### config.mk
export PLATFORM = sky130hd
export DESIGN_NAME = sample_statistics_accumulator
export DESIGN_NICKNAME = d
export VERILOG_FILES = /design/src/rtl/ssa_pkg.sv /design/src/rtl/sample_statistics_accumulator.sv /design/src/rtl/ssa_alu.sv /design/src/rtl/ssa_seq.sv
export SDC_FILE = /design/constraint.sdc
export NUM_CORES = 2
export LEC_CHECK = 0
export BUFFER_PORTS_ARGS = -buffer_cell sky130_fd_sc_hd__clkbuf_2
export CAP_MARGIN = 20
export CORE_MARGIN = 2
export CORE_UTILIZATION = 50
export DETAILED_ROUTE_END_ITERATION = 6
export PLACE_DENSITY = 0.75
export SLEW_MARGIN = 20
export SYNTH_ARGS = -nofsm -noshare
export SYNTH_HDL_FRONTEND = slang
export SYNTH_SLANG_ARGS = --single-unit
### constraint.sdc
create_clock -name clock -period 19.07 [get_ports clock]
set_input_delay 0.9535 -clock clock [delete_from_list [all_inputs] [get_ports clock]]
set_output_delay 0.9535 -clock clock [all_outputs]
set_load 0.03 [all_outputs]
### src/rtl/ssa_pkg.sv
// ----------------------------------------------------------------------------
// Sample statistics accumulator package
// Default sizes, field widths and operation codes shared by the block.
// ----------------------------------------------------------------------------
package ssa_pkg;

   localparam int COUNT_BITS  = 24;
   localparam int SAMPLE_BITS = 16;
   localparam int FRAC_BITS   = 4;

   localparam int OPERATION_W   = 2;
   localparam int AMPLITUDE_W   = 16;
   localparam int COUNT_FIELD_W = 24;
   localparam int MEAN_FIELD_W  = 20;
   localparam int SIGMA_FIELD_W = 20;
   localparam int SMALLEST_W    = 16;
   localparam int LARGEST_W     = 16;
   localparam int RSP_DATA_W    = 96;

   typedef logic [OPERATION_W-1:0] operation_type;

   localparam operation_type OP_SAMPLE = 2'd0;
   localparam operation_type OP_CLEAR  = 2'd1;
   localparam operation_type OP_STOP   = 2'd2;
   localparam operation_type OP_REPORT = 2'd3;

endpackage

### src/rtl/sample_statistics_accumulator.sv
// ----------------------------------------------------------------------------
// Sample statistics accumulator
// Keeps count, sum, sum of squares, minimum and maximum of pulse amplitudes
// and reports count, min, max, mean and sample sigma on request.
//
//   Channel | Dir | Handshake             | Payload
//   req     | in  | req_tvalid/req_tready | tdata: amplitude; tuser: operation
//   rsp     | out | rsp_tvalid/rsp_tready | tdata: count, mean, sigma, min, max
//
// Sample, clear and stop update the statistics registers; back-to-back transfers are taken.
// Report runs on one shared adder/subtractor, one step per cycle: mean division,
// the two products, the difference, the denominator product, variance division
// and square root, in that order; the input is held until the result moves to
// the output register. With fewer than two samples the steps are skipped.
// req_tready is low while a report is computing or its result waits for the
// output register. Reset is synchronous and clears all statistics to zero.
// ----------------------------------------------------------------------------
module sample_statistics_accumulator #(
   parameter int COUNT_BITS  = ssa_pkg::COUNT_BITS,
   parameter int SAMPLE_BITS = ssa_pkg::SAMPLE_BITS,
   parameter int FRAC_BITS   = ssa_pkg::FRAC_BITS
) (
   input  logic                              clock,
   input  logic                              reset,
   input  logic                              req_tvalid,
   output logic                              req_tready,
   input  logic [ssa_pkg::AMPLITUDE_W-1:0]   req_tdata,  // [15:0] amplitude
   input  logic [ssa_pkg::OPERATION_W-1:0]   req_tuser,  // [1:0] operation
   output logic                              rsp_tvalid,
   input  logic                              rsp_tready,
   // [23:0] sample_count, [43:24] mean_value, [63:44] std_deviation,
   // [79:64] smallest, [95:80] largest
   output logic [ssa_pkg::RSP_DATA_W-1:0]    rsp_tdata
);

   localparam int SUM_W = SAMPLE_BITS + COUNT_BITS;
   localparam int SQ_W  = 2 * SAMPLE_BITS + COUNT_BITS;
   localparam int R_W   = SAMPLE_BITS + FRAC_BITS;
   localparam int CW    = (COUNT_BITS > ssa_pkg::COUNT_FIELD_W) ?
                          COUNT_BITS : ssa_pkg::COUNT_FIELD_W;
   localparam int MW    = (R_W > ssa_pkg::MEAN_FIELD_W) ? R_W : ssa_pkg::MEAN_FIELD_W;
   localparam int SW    = (R_W > ssa_pkg::SIGMA_FIELD_W) ? R_W : ssa_pkg::SIGMA_FIELD_W;

   logic                    collecting_ff, collecting_in;
   logic [COUNT_BITS-1:0]   count_ff, count_in;
   logic [SUM_W-1:0]        sum_ff, sum_in;
   logic [SQ_W-1:0]         sumsq_ff, sumsq_in;
   logic [SAMPLE_BITS-1:0]  min_ff, min_in;
   logic [SAMPLE_BITS-1:0]  max_ff, max_in;
   logic                    rsp_valid_ff, rsp_valid_in;
   logic [ssa_pkg::RSP_DATA_W-1:0] rsp_data_ff, rsp_data_in;

   ssa_pkg::operation_type  op;
   logic [SAMPLE_BITS-1:0]  amp;
   logic [2*SAMPLE_BITS-1:0] amp_sq;
   logic                    accept, start, busy, res_valid, res_ready;
   logic [R_W-1:0]          mean_raw, sigma_raw;
   logic [CW-1:0]           count_ext;
   logic [MW-1:0]           mean_ext;
   logic [SW-1:0]           sigma_ext;
   logic [ssa_pkg::COUNT_FIELD_W-1:0] count_sat;
   logic [ssa_pkg::MEAN_FIELD_W-1:0]  mean_sat;
   logic [ssa_pkg::SIGMA_FIELD_W-1:0] sigma_sat;

   assign op     = req_tuser;
   assign amp    = req_tdata[SAMPLE_BITS-1:0];
   assign amp_sq = amp * amp;
   assign accept = req_tvalid && req_tready;
   assign start  = accept && (op == ssa_pkg::OP_REPORT);
   assign req_tready = !busy;

   ssa_seq #(
      .COUNT_BITS (COUNT_BITS),
      .SAMPLE_BITS(SAMPLE_BITS),
      .FRAC_BITS  (FRAC_BITS)
   ) u_seq (
      .clock        (clock),
      .reset        (reset),
      .start        (start),
      .busy         (busy),
      .count        (count_ff),
      .sum          (sum_ff),
      .sumsq        (sumsq_ff),
      .res_valid    (res_valid),
      .res_ready    (res_ready),
      .mean_value   (mean_raw),
      .std_deviation(sigma_raw)
   );

   always_comb begin
      collecting_in = collecting_ff;
      count_in      = count_ff;
      sum_in        = sum_ff;
      sumsq_in      = sumsq_ff;
      min_in        = min_ff;
      max_in        = max_ff;
      if (accept) begin
         case (op)
            ssa_pkg::OP_SAMPLE: begin
               // drop samples while stopped or once the count is full
               if (collecting_ff && (count_ff != '1)) begin
                  count_in = count_ff + COUNT_BITS'(1);
                  sum_in   = sum_ff + SUM_W'(amp);
                  sumsq_in = sumsq_ff + SQ_W'(amp_sq);
                  min_in   = (amp < min_ff) ? amp : min_ff;
                  max_in   = (amp > max_ff) ? amp : max_ff;
               end
            end
            ssa_pkg::OP_CLEAR: begin
               count_in      = '0;
               sum_in        = '0;
               sumsq_in      = '0;
               min_in        = '1;
               max_in        = '0;
               collecting_in = 1'b1;
            end
            ssa_pkg::OP_STOP: begin
               collecting_in = 1'b0;
            end
            default: begin
            end
         endcase
      end
   end

   // saturate count, mean and sigma to their fields
   assign count_ext = CW'(count_ff);
   assign mean_ext  = MW'(mean_raw);
   assign sigma_ext = SW'(sigma_raw);
   assign count_sat = (count_ext > CW'({ssa_pkg::COUNT_FIELD_W{1'b1}})) ?
                      '1 : count_ext[ssa_pkg::COUNT_FIELD_W-1:0];
   assign mean_sat  = (mean_ext > MW'({ssa_pkg::MEAN_FIELD_W{1'b1}})) ?
                      '1 : mean_ext[ssa_pkg::MEAN_FIELD_W-1:0];
   assign sigma_sat = (sigma_ext > SW'({ssa_pkg::SIGMA_FIELD_W{1'b1}})) ?
                      '1 : sigma_ext[ssa_pkg::SIGMA_FIELD_W-1:0];

   assign res_ready = !rsp_valid_ff || rsp_tready;

   always_comb begin
      rsp_valid_in = rsp_valid_ff;
      rsp_data_in  = rsp_data_ff;
      if (rsp_tready) begin
         rsp_valid_in = 1'b0;
      end
      if (res_valid && res_ready) begin
         rsp_valid_in = 1'b1;
         rsp_data_in  = {ssa_pkg::LARGEST_W'(max_ff), ssa_pkg::SMALLEST_W'(min_ff),
                         sigma_sat, mean_sat, count_sat};
      end
   end

   always_ff @(posedge clock) begin
      if (reset) begin
         collecting_ff <= 1'b0;
         count_ff      <= '0;
         sum_ff        <= '0;
         sumsq_ff      <= '0;
         min_ff        <= '0;
         max_ff        <= '0;
         rsp_valid_ff  <= 1'b0;
      end else begin
         collecting_ff <= collecting_in;
         count_ff      <= count_in;
         sum_ff        <= sum_in;
         sumsq_ff      <= sumsq_in;
         min_ff        <= min_in;
         max_ff        <= max_in;
         rsp_valid_ff  <= rsp_valid_in;
      end
   end

   always_ff @(posedge clock) begin
      rsp_data_ff <= rsp_data_in;
   end

   assign rsp_tvalid = rsp_valid_ff;
   assign rsp_tdata  = rsp_data_ff;

   a_report_blocks: assert property (@(posedge clock) disable iff (reset)
      start |=> !req_tready)
      else $error("input still ready after report transfer");

   a_min_le_max: assert property (@(posedge clock) disable iff (reset)
      (count_ff != '0) |-> (min_ff <= max_ff))
      else $error("minimum above maximum with samples present");

   a_stopped_hold: assert property (@(posedge clock) disable iff (reset)
      accept && (op == ssa_pkg::OP_SAMPLE) && !collecting_ff |=> $stable(count_ff))
      else $error("sample counted while stopped");

endmodule

### src/rtl/ssa_alu.sv
// ----------------------------------------------------------------------------
// Shared adder / subtractor
// One wide add or subtract; carry out is set on subtract when a >= b.
// ----------------------------------------------------------------------------
module ssa_alu #(
   parameter int WIDTH = 80
) (
   input  logic [WIDTH-1:0] opa,
   input  logic [WIDTH-1:0] opb,
   input  logic             sub_en,
   output logic [WIDTH-1:0] sum_out,
   output logic             carry_out
);

   logic [WIDTH:0] total;

   assign total = {1'b0, opa} + {1'b0, opb ^ {WIDTH{sub_en}}} + (WIDTH + 1)'(sub_en);
   assign sum_out   = total[WIDTH-1:0];
   assign carry_out = total[WIDTH];

endmodule

### src/rtl/ssa_seq.sv
// ----------------------------------------------------------------------------
// Report sequencer
// Computes mean and sample sigma with one shared adder: restoring division
// for the mean, shift-add products, restoring division for the variance and
// a digit-by-digit square root.
// ----------------------------------------------------------------------------
module ssa_seq #(
   parameter int COUNT_BITS  = ssa_pkg::COUNT_BITS,
   parameter int SAMPLE_BITS = ssa_pkg::SAMPLE_BITS,
   parameter int FRAC_BITS   = ssa_pkg::FRAC_BITS
) (
   input  logic                                  clock,
   input  logic                                  reset,
   input  logic                                  start,
   output logic                                  busy,
   input  logic [COUNT_BITS-1:0]                 count,
   input  logic [SAMPLE_BITS+COUNT_BITS-1:0]     sum,
   input  logic [2*SAMPLE_BITS+COUNT_BITS-1:0]   sumsq,
   output logic                                  res_valid,
   input  logic                                  res_ready,
   output logic [SAMPLE_BITS+FRAC_BITS-1:0]      mean_value,
   output logic [SAMPLE_BITS+FRAC_BITS-1:0]      std_deviation
);

   localparam int SUM_W  = SAMPLE_BITS + COUNT_BITS;
   localparam int PROD_W = 2 * SAMPLE_BITS + 2 * COUNT_BITS;
   localparam int DEN_W  = 2 * COUNT_BITS;
   localparam int Q_W    = 2 * SAMPLE_BITS + 2 * FRAC_BITS;
   localparam int NUM_W  = PROD_W + 2 * FRAC_BITS;
   localparam int MQ_W   = SAMPLE_BITS + FRAC_BITS;
   localparam int MNUM_W = SUM_W + FRAC_BITS;
   localparam int R_W    = SAMPLE_BITS + FRAC_BITS;
   localparam int MOP_W  = SUM_W;
   localparam int STEP_W = $clog2((SUM_W > Q_W) ? SUM_W : Q_W);

   localparam logic [3:0] S_IDLE    = 4'd0;
   localparam logic [3:0] S_MEAN    = 4'd1;
   localparam logic [3:0] S_MUL_NSQ = 4'd2;
   localparam logic [3:0] S_MUL_SSQ = 4'd3;
   localparam logic [3:0] S_DIFF    = 4'd4;
   localparam logic [3:0] S_MUL_DEN = 4'd5;
   localparam logic [3:0] S_VAR_DIV = 4'd6;
   localparam logic [3:0] S_SQRT    = 4'd7;
   localparam logic [3:0] S_DONE    = 4'd8;

   logic [3:0]        state_ff, state_in;
   logic [STEP_W-1:0] cnt_ff, cnt_in;
   logic [PROD_W-1:0] acc_ff, acc_in;
   logic [PROD_W-1:0] nsq_ff, nsq_in;
   logic [DEN_W-1:0]  den_ff, den_in;
   logic [Q_W-1:0]    quo_ff, quo_in;
   logic [MOP_W-1:0]  mop_ff, mop_in;
   logic [MQ_W-1:0]   mean_ff, mean_in;
   logic [R_W-1:0]    root_ff, root_in;

   logic [PROD_W-1:0] alu_a, alu_b, alu_res, mul_operand;
   logic              alu_sub, alu_carry, last;
   logic [MNUM_W-1:0] mean_num;
   logic [NUM_W-1:0]  var_num;
   logic [DEN_W:0]    div_trial;
   logic [R_W+2:0]    sq_rem;

   ssa_alu #(
      .WIDTH(PROD_W)
   ) u_alu (
      .opa      (alu_a),
      .opb      (alu_b),
      .sub_en   (alu_sub),
      .sum_out  (alu_res),
      .carry_out(alu_carry)
   );

   assign last      = (cnt_ff == '0);
   assign mean_num  = MNUM_W'(sum) << FRAC_BITS;
   assign var_num   = NUM_W'(nsq_ff) << (2 * FRAC_BITS);
   assign div_trial = {acc_ff[DEN_W-1:0], quo_ff[Q_W-1]};
   assign sq_rem    = {acc_ff[R_W:0], quo_ff[Q_W-1 -: 2]};

   always_comb begin
      case (state_ff)
         S_MUL_NSQ: mul_operand = PROD_W'(sumsq);
         S_MUL_SSQ: mul_operand = PROD_W'(sum);
         S_MUL_DEN: mul_operand = PROD_W'(count);
         default:   mul_operand = '0;
      endcase
   end

   always_comb begin
      state_in = state_ff;
      cnt_in   = cnt_ff;
      acc_in   = acc_ff;
      nsq_in   = nsq_ff;
      den_in   = den_ff;
      quo_in   = quo_ff;
      mop_in   = mop_ff;
      mean_in  = mean_ff;
      root_in  = root_ff;
      alu_a    = '0;
      alu_b    = '0;
      alu_sub  = 1'b0;
      case (state_ff)
         S_IDLE: begin
            if (start) begin
               if (count < COUNT_BITS'(2)) begin
                  mean_in  = '0;
                  root_in  = '0;
                  state_in = S_DONE;
               end else begin
                  // quotient fits MQ_W bits, so the bits above it start as remainder
                  den_in   = DEN_W'(count);
                  acc_in   = PROD_W'(mean_num[MNUM_W-1:MQ_W]);
                  quo_in   = Q_W'(mean_num[MQ_W-1:0]) << (Q_W - MQ_W);
                  cnt_in   = STEP_W'(MQ_W - 1);
                  state_in = S_MEAN;
               end
            end
         end
         S_MEAN, S_VAR_DIV: begin
            alu_a   = PROD_W'(div_trial);
            alu_b   = PROD_W'(den_ff);
            alu_sub = 1'b1;
            acc_in  = PROD_W'(alu_carry ? alu_res[DEN_W-1:0] : div_trial[DEN_W-1:0]);
            quo_in  = {quo_ff[Q_W-2:0], alu_carry};
            cnt_in  = cnt_ff - STEP_W'(1);
            if (last) begin
               acc_in = '0;
               if (state_ff == S_MEAN) begin
                  mean_in  = quo_in[MQ_W-1:0];
                  mop_in   = MOP_W'(count) << (MOP_W - COUNT_BITS);
                  cnt_in   = STEP_W'(COUNT_BITS - 1);
                  state_in = S_MUL_NSQ;
               end else begin
                  root_in  = '0;
                  cnt_in   = STEP_W'(R_W - 1);
                  state_in = S_SQRT;
               end
            end
         end
         S_MUL_NSQ, S_MUL_SSQ, S_MUL_DEN: begin
            alu_a  = acc_ff << 1;
            alu_b  = mop_ff[MOP_W-1] ? mul_operand : '0;
            acc_in = alu_res;
            mop_in = mop_ff << 1;
            cnt_in = cnt_ff - STEP_W'(1);
            if (last) begin
               case (state_ff)
                  S_MUL_NSQ: begin
                     nsq_in   = alu_res;
                     acc_in   = '0;
                     mop_in   = sum;
                     cnt_in   = STEP_W'(SUM_W - 1);
                     state_in = S_MUL_SSQ;
                  end
                  S_MUL_SSQ: begin
                     state_in = S_DIFF;
                  end
                  default: begin
                     den_in   = alu_res[DEN_W-1:0];
                     acc_in   = PROD_W'(var_num[NUM_W-1:Q_W]);
                     quo_in   = var_num[Q_W-1:0];
                     cnt_in   = STEP_W'(Q_W - 1);
                     state_in = S_VAR_DIV;
                  end
               endcase
            end
         end
         S_DIFF: begin
            alu_a   = nsq_ff;
            alu_b   = acc_ff;
            alu_sub = 1'b1;
            if (alu_carry) begin
               nsq_in   = alu_res;
               acc_in   = '0;
               mop_in   = MOP_W'(count - COUNT_BITS'(1)) << (MOP_W - COUNT_BITS);
               cnt_in   = STEP_W'(COUNT_BITS - 1);
               state_in = S_MUL_DEN;
            end else begin
               // negative numerator: report zero sigma
               root_in  = '0;
               state_in = S_DONE;
            end
         end
         S_SQRT: begin
            alu_a   = PROD_W'(sq_rem);
            alu_b   = PROD_W'({root_ff, 2'b01});
            alu_sub = 1'b1;
            acc_in  = PROD_W'(alu_carry ? alu_res[R_W+1:0] : sq_rem[R_W+1:0]);
            root_in = {root_ff[R_W-2:0], alu_carry};
            quo_in  = quo_ff << 2;
            cnt_in  = cnt_ff - STEP_W'(1);
            if (last) begin
               state_in = S_DONE;
            end
         end
         S_DONE: begin
            if (res_ready) begin
               state_in = S_IDLE;
            end
         end
         default: begin
            state_in = S_IDLE;
         end
      endcase
   end

   always_ff @(posedge clock) begin
      if (reset) begin
         state_ff <= S_IDLE;
         cnt_ff   <= '0;
      end else begin
         state_ff <= state_in;
         cnt_ff   <= cnt_in;
      end
   end

   always_ff @(posedge clock) begin
      acc_ff  <= acc_in;
      nsq_ff  <= nsq_in;
      den_ff  <= den_in;
      quo_ff  <= quo_in;
      mop_ff  <= mop_in;
      mean_ff <= mean_in;
      root_ff <= root_in;
   end

   assign busy          = (state_ff != S_IDLE);
   assign res_valid     = (state_ff == S_DONE);
   assign mean_value    = mean_ff;
   assign std_deviation = root_ff;

   a_start_idle: assert property (@(posedge clock) disable iff (reset)
      start |-> (state_ff == S_IDLE))
      else $error("report started while sequencer busy");

   a_done_release: assert property (@(posedge clock) disable iff (reset)
      (state_ff == S_DONE) && res_ready |=> (state_ff == S_IDLE))
      else $error("result transfer did not release sequencer");

   a_div_remainder: assert property (@(posedge clock) disable iff (reset)
      (state_ff == S_VAR_DIV) |-> (acc_ff[DEN_W-1:0] < den_ff))
      else $error("division remainder not below divisor");

endmodule
==> results.toml <==
[die]
die_h_um = 291
fp.dieW_um = 291
io_pins = 120
coreArea_um2 = 81800
die_area_um2 = 84800
num_rows = 105
initial_core_util_pct = 50.4

[critical_path]
critPathMaxStageDelay_ns = 0.83
critPathTopFamily = "compound AO/OA/AOI/OAI gates"
critPathMaxFanout = 55
worstSetupStartpointType = "register"
worstPathBufferInverterCount = 6
worstPathRequired_ns = 19.28
critPathCaptureType = "register"
crit_chain = "buf_4, and2_1, a22oi_1, buf_4, nor2_4, buf_4, buf_4, a21oi_1, a21oi_1, inv_1, fa_1, nor2b_1, o21ai_0, a21oi_1, o21ba_2, a211o_1, o2111ai_1, a211o_1, a21bo_2, nand2_1, a21oi_1, a21oi_4, buf_4"
critPathArrivalTime_ns = 8.71
worstSetupPathType = "register to register"
crit_slowest_cell = "a21oi_4"
crit_top_cell = "buf_4"

[route]
met3_length_um = 14000
routed.top_layer = "met5"
drt_pass1_iterations = 7
vias = 33659
wl_met1_um = 50700
drtAntennaViolNets = 0
wirelength_um = 128000
initialDrtViolationCount = 4273
wl_per_cell_um = 23.9
drc = 33
vias_per_cell = 6.28
wl_met2_um = 55900

[status]
status = "finished with violations"
violations = "DRC"

[cts]
cts-root-buf = "clkbuf_16"
cts_buffers = 68
htreeDepth = 3
clock_latency_ns = 0.65
cts_tree = "built"
cts.clk_slew.worst_paths_ns = 0.06
cts_resized = 0
postCtsSetupRepairBufs = 0
hold_buffers = 0
cts_sinks = 588
clk_path_buf_depth = 3

[final_layout]
synthToLayoutAreaGrowth_pct = 8.93
most-common-layout-cells = "inv_1, edfxtp_1, nand2_1"
drive_gt1_share_pct = 8.32
final_nets = 4697
fin_cells = 5362
antenna_cells = 0
final_common_cell = "inv_1"
fin_util_pct = 54.9

[yosys]
yosysSeqAreaShare_pct = 38.8
async_flop_share_pct = 0
yosysWarnings = 0
ys_types = 88
yosys-top-cells-area = "edfxtp_1, fa_1, dfxtp_1"
synth_flop_cell = "edfxtp_1"
synth_seq_cells = 588
synth_top_area_share_pct = 30.9
synth_edf_count = 424
synth_top_area_cell = "edfxtp_1"
syn-num-nets = 4763
syn-cell-area_um2 = 41200
synth_area_per_cell_um2 = 9.58
syn_inst = 4304

[placed_design]
gp_congestion = 0.986
pre_cts_ws_ns = 10.50
placedCellCount = 5238
io_buffers = 119
hpwl_um = 94100

[sta]
setup_viol = 0
tightest_slew_ns = 1.10
final-hold-violation-count = 0
worst_slack_ns = 10.57
slew_headroom_pct = 26.1
period_share_pct = 44.6
period_minus_slack_ns = 8.50
skew_ns = 0.0681
setup_tns_ns = 0
slew_violations = 0
rsz0062_at_grt = "false"
timing.fmax_ghz = 0.118

[pwr]
power_density_nw_per_um2 = 105
p_total_uw = 4700
p_leak_uw = 0.0196
ir_drop_mv = 0.141

[global_routing]
grt_max_degree = 79
antenna_found_initial = 2
first_global_vias = 33035
gr-total-overflow = 0
grt_pass1_wl_um = 197000
track_usage_pct = 30.1

[min_path]
min-delay-path-class = "register to register"

[job]
maxCapViolCount = 0
-- synth_stat cells, drive strengths merged, types with 71 or more instances --
cell / n
xnor2: 112
a21o: 122
edfxtp: 424
nor2: 334
nand2: 389
a21oi: 257
and2: 71
dfxtp: 164
fa: 196
ha: 241
o21ai: 166
clkbuf: 279
xor2: 85
a22oi: 80
inv: 502
a22o: 100
-- power by group --
group          switching, uW  internal (uW)  total [uW]
Sequential              28.2           1390        1420
Clock                    570            773        1340
Combinational           1170            767        1930
-- per-layer routing --
layer / up-vias / track usage, %
met3: 367 / 6.62
met1: 16313 / 40.5
met2: 1905 / 45.4
li1: 15070 / -
met5: - / 0.737
met4: 4 / 15.8
-- area by class of cell --
type                            instances  area, um^2
Fill cell                            7154       36900
Timing Repair Buffer                  176        1030
Sequential cell                       588       16000
Clock inverter                         37         468
Inverter                              506        1900
Clock buffer                           87        1820
Tap cell                             1070        1340
Multi-Input combinational cell       2898       22300
-- stage by stage --
step / area (um^2) / hold slack, ns
6_report: 44900 / 0.417
5_1_grt: 44900 / 0.411
4_1_cts: 44900 / 0.413
3_5_place_dp: 42600 / 0.405
3_3_place_gp: 42600 / 0.403
2_1_floorplan: 41200 / 0.429
-- flip-flops by register name, summed over array words and instances, names as in the netlist --
register,flops
sum_ff,40
rsp_tdata,96
u_seq.cnt_ff,6
max_ff,16
u_seq.mean_value,20
count_ext,24
min_ff,16
u_seq.den_ff,48
u_seq.std_deviation,20
u_seq.mop_ff,40
u_seq.quo_ff,40
rsp_tvalid,1
collecting_ff,1
u_seq.state_ff,4
sumsq_ff,56
u_seq.acc_ff,80
u_seq.nsq_ff,80
-- worst register-to-register path, stage by stage (launching register included) --
cell and delay [ns]:
dfxtp_1 0.31, buf_4 0.27, and2_1 0.63, a22oi_1 0.16, buf_4 0.22, nor2_4 0.07, buf_4 0.38, buf_4 0.69
a21oi_1 0.21, a21oi_1 0.24, inv_1 0.09, fa_1 0.46, nor2b_1 0.13, o21ai_0 0.15, a21oi_1 0.23, o21ba_2 0.20
a211o_1 0.20, o2111ai_1 0.24, a211o_1 0.43, a21bo_2 0.30, nand2_1 0.56, a21oi_1 0.22, a21oi_4 0.83, buf_4 0.78
-- logic make-up after synthesis --
kind of cell	Yosys count	synth area share, %
muxes	60	1.49
buffers and inverters	818	7.50
DFF	588	38.8
and+or+nand+nor	1116	12.4
AOI/OAI and AO/OA	1088	18.8
adders and majority gates	437	16.8
xor gates and xnor gates	197	4.18
-- worst paths after layout --
| kind | from | end | cells after the start | slack, ns |
|---|---|---|---|---|
| hold reg to reg | u_seq.mean_value[10] | rsp_tdata[34] | 0 | 0.42 |
| hold / removal | u_seq.mean_value[10] | rsp_tdata[34] | 0 | 0.42 |
| setup reg to reg | u_seq.state_ff[1] | u_seq.nsq_ff[51] | 23 | 10.57 |
| setup / recovery | u_seq.state_ff[1] | u_seq.nsq_ff[51] | 23 | 10.57 |
(Power assumes the default switching activity.)
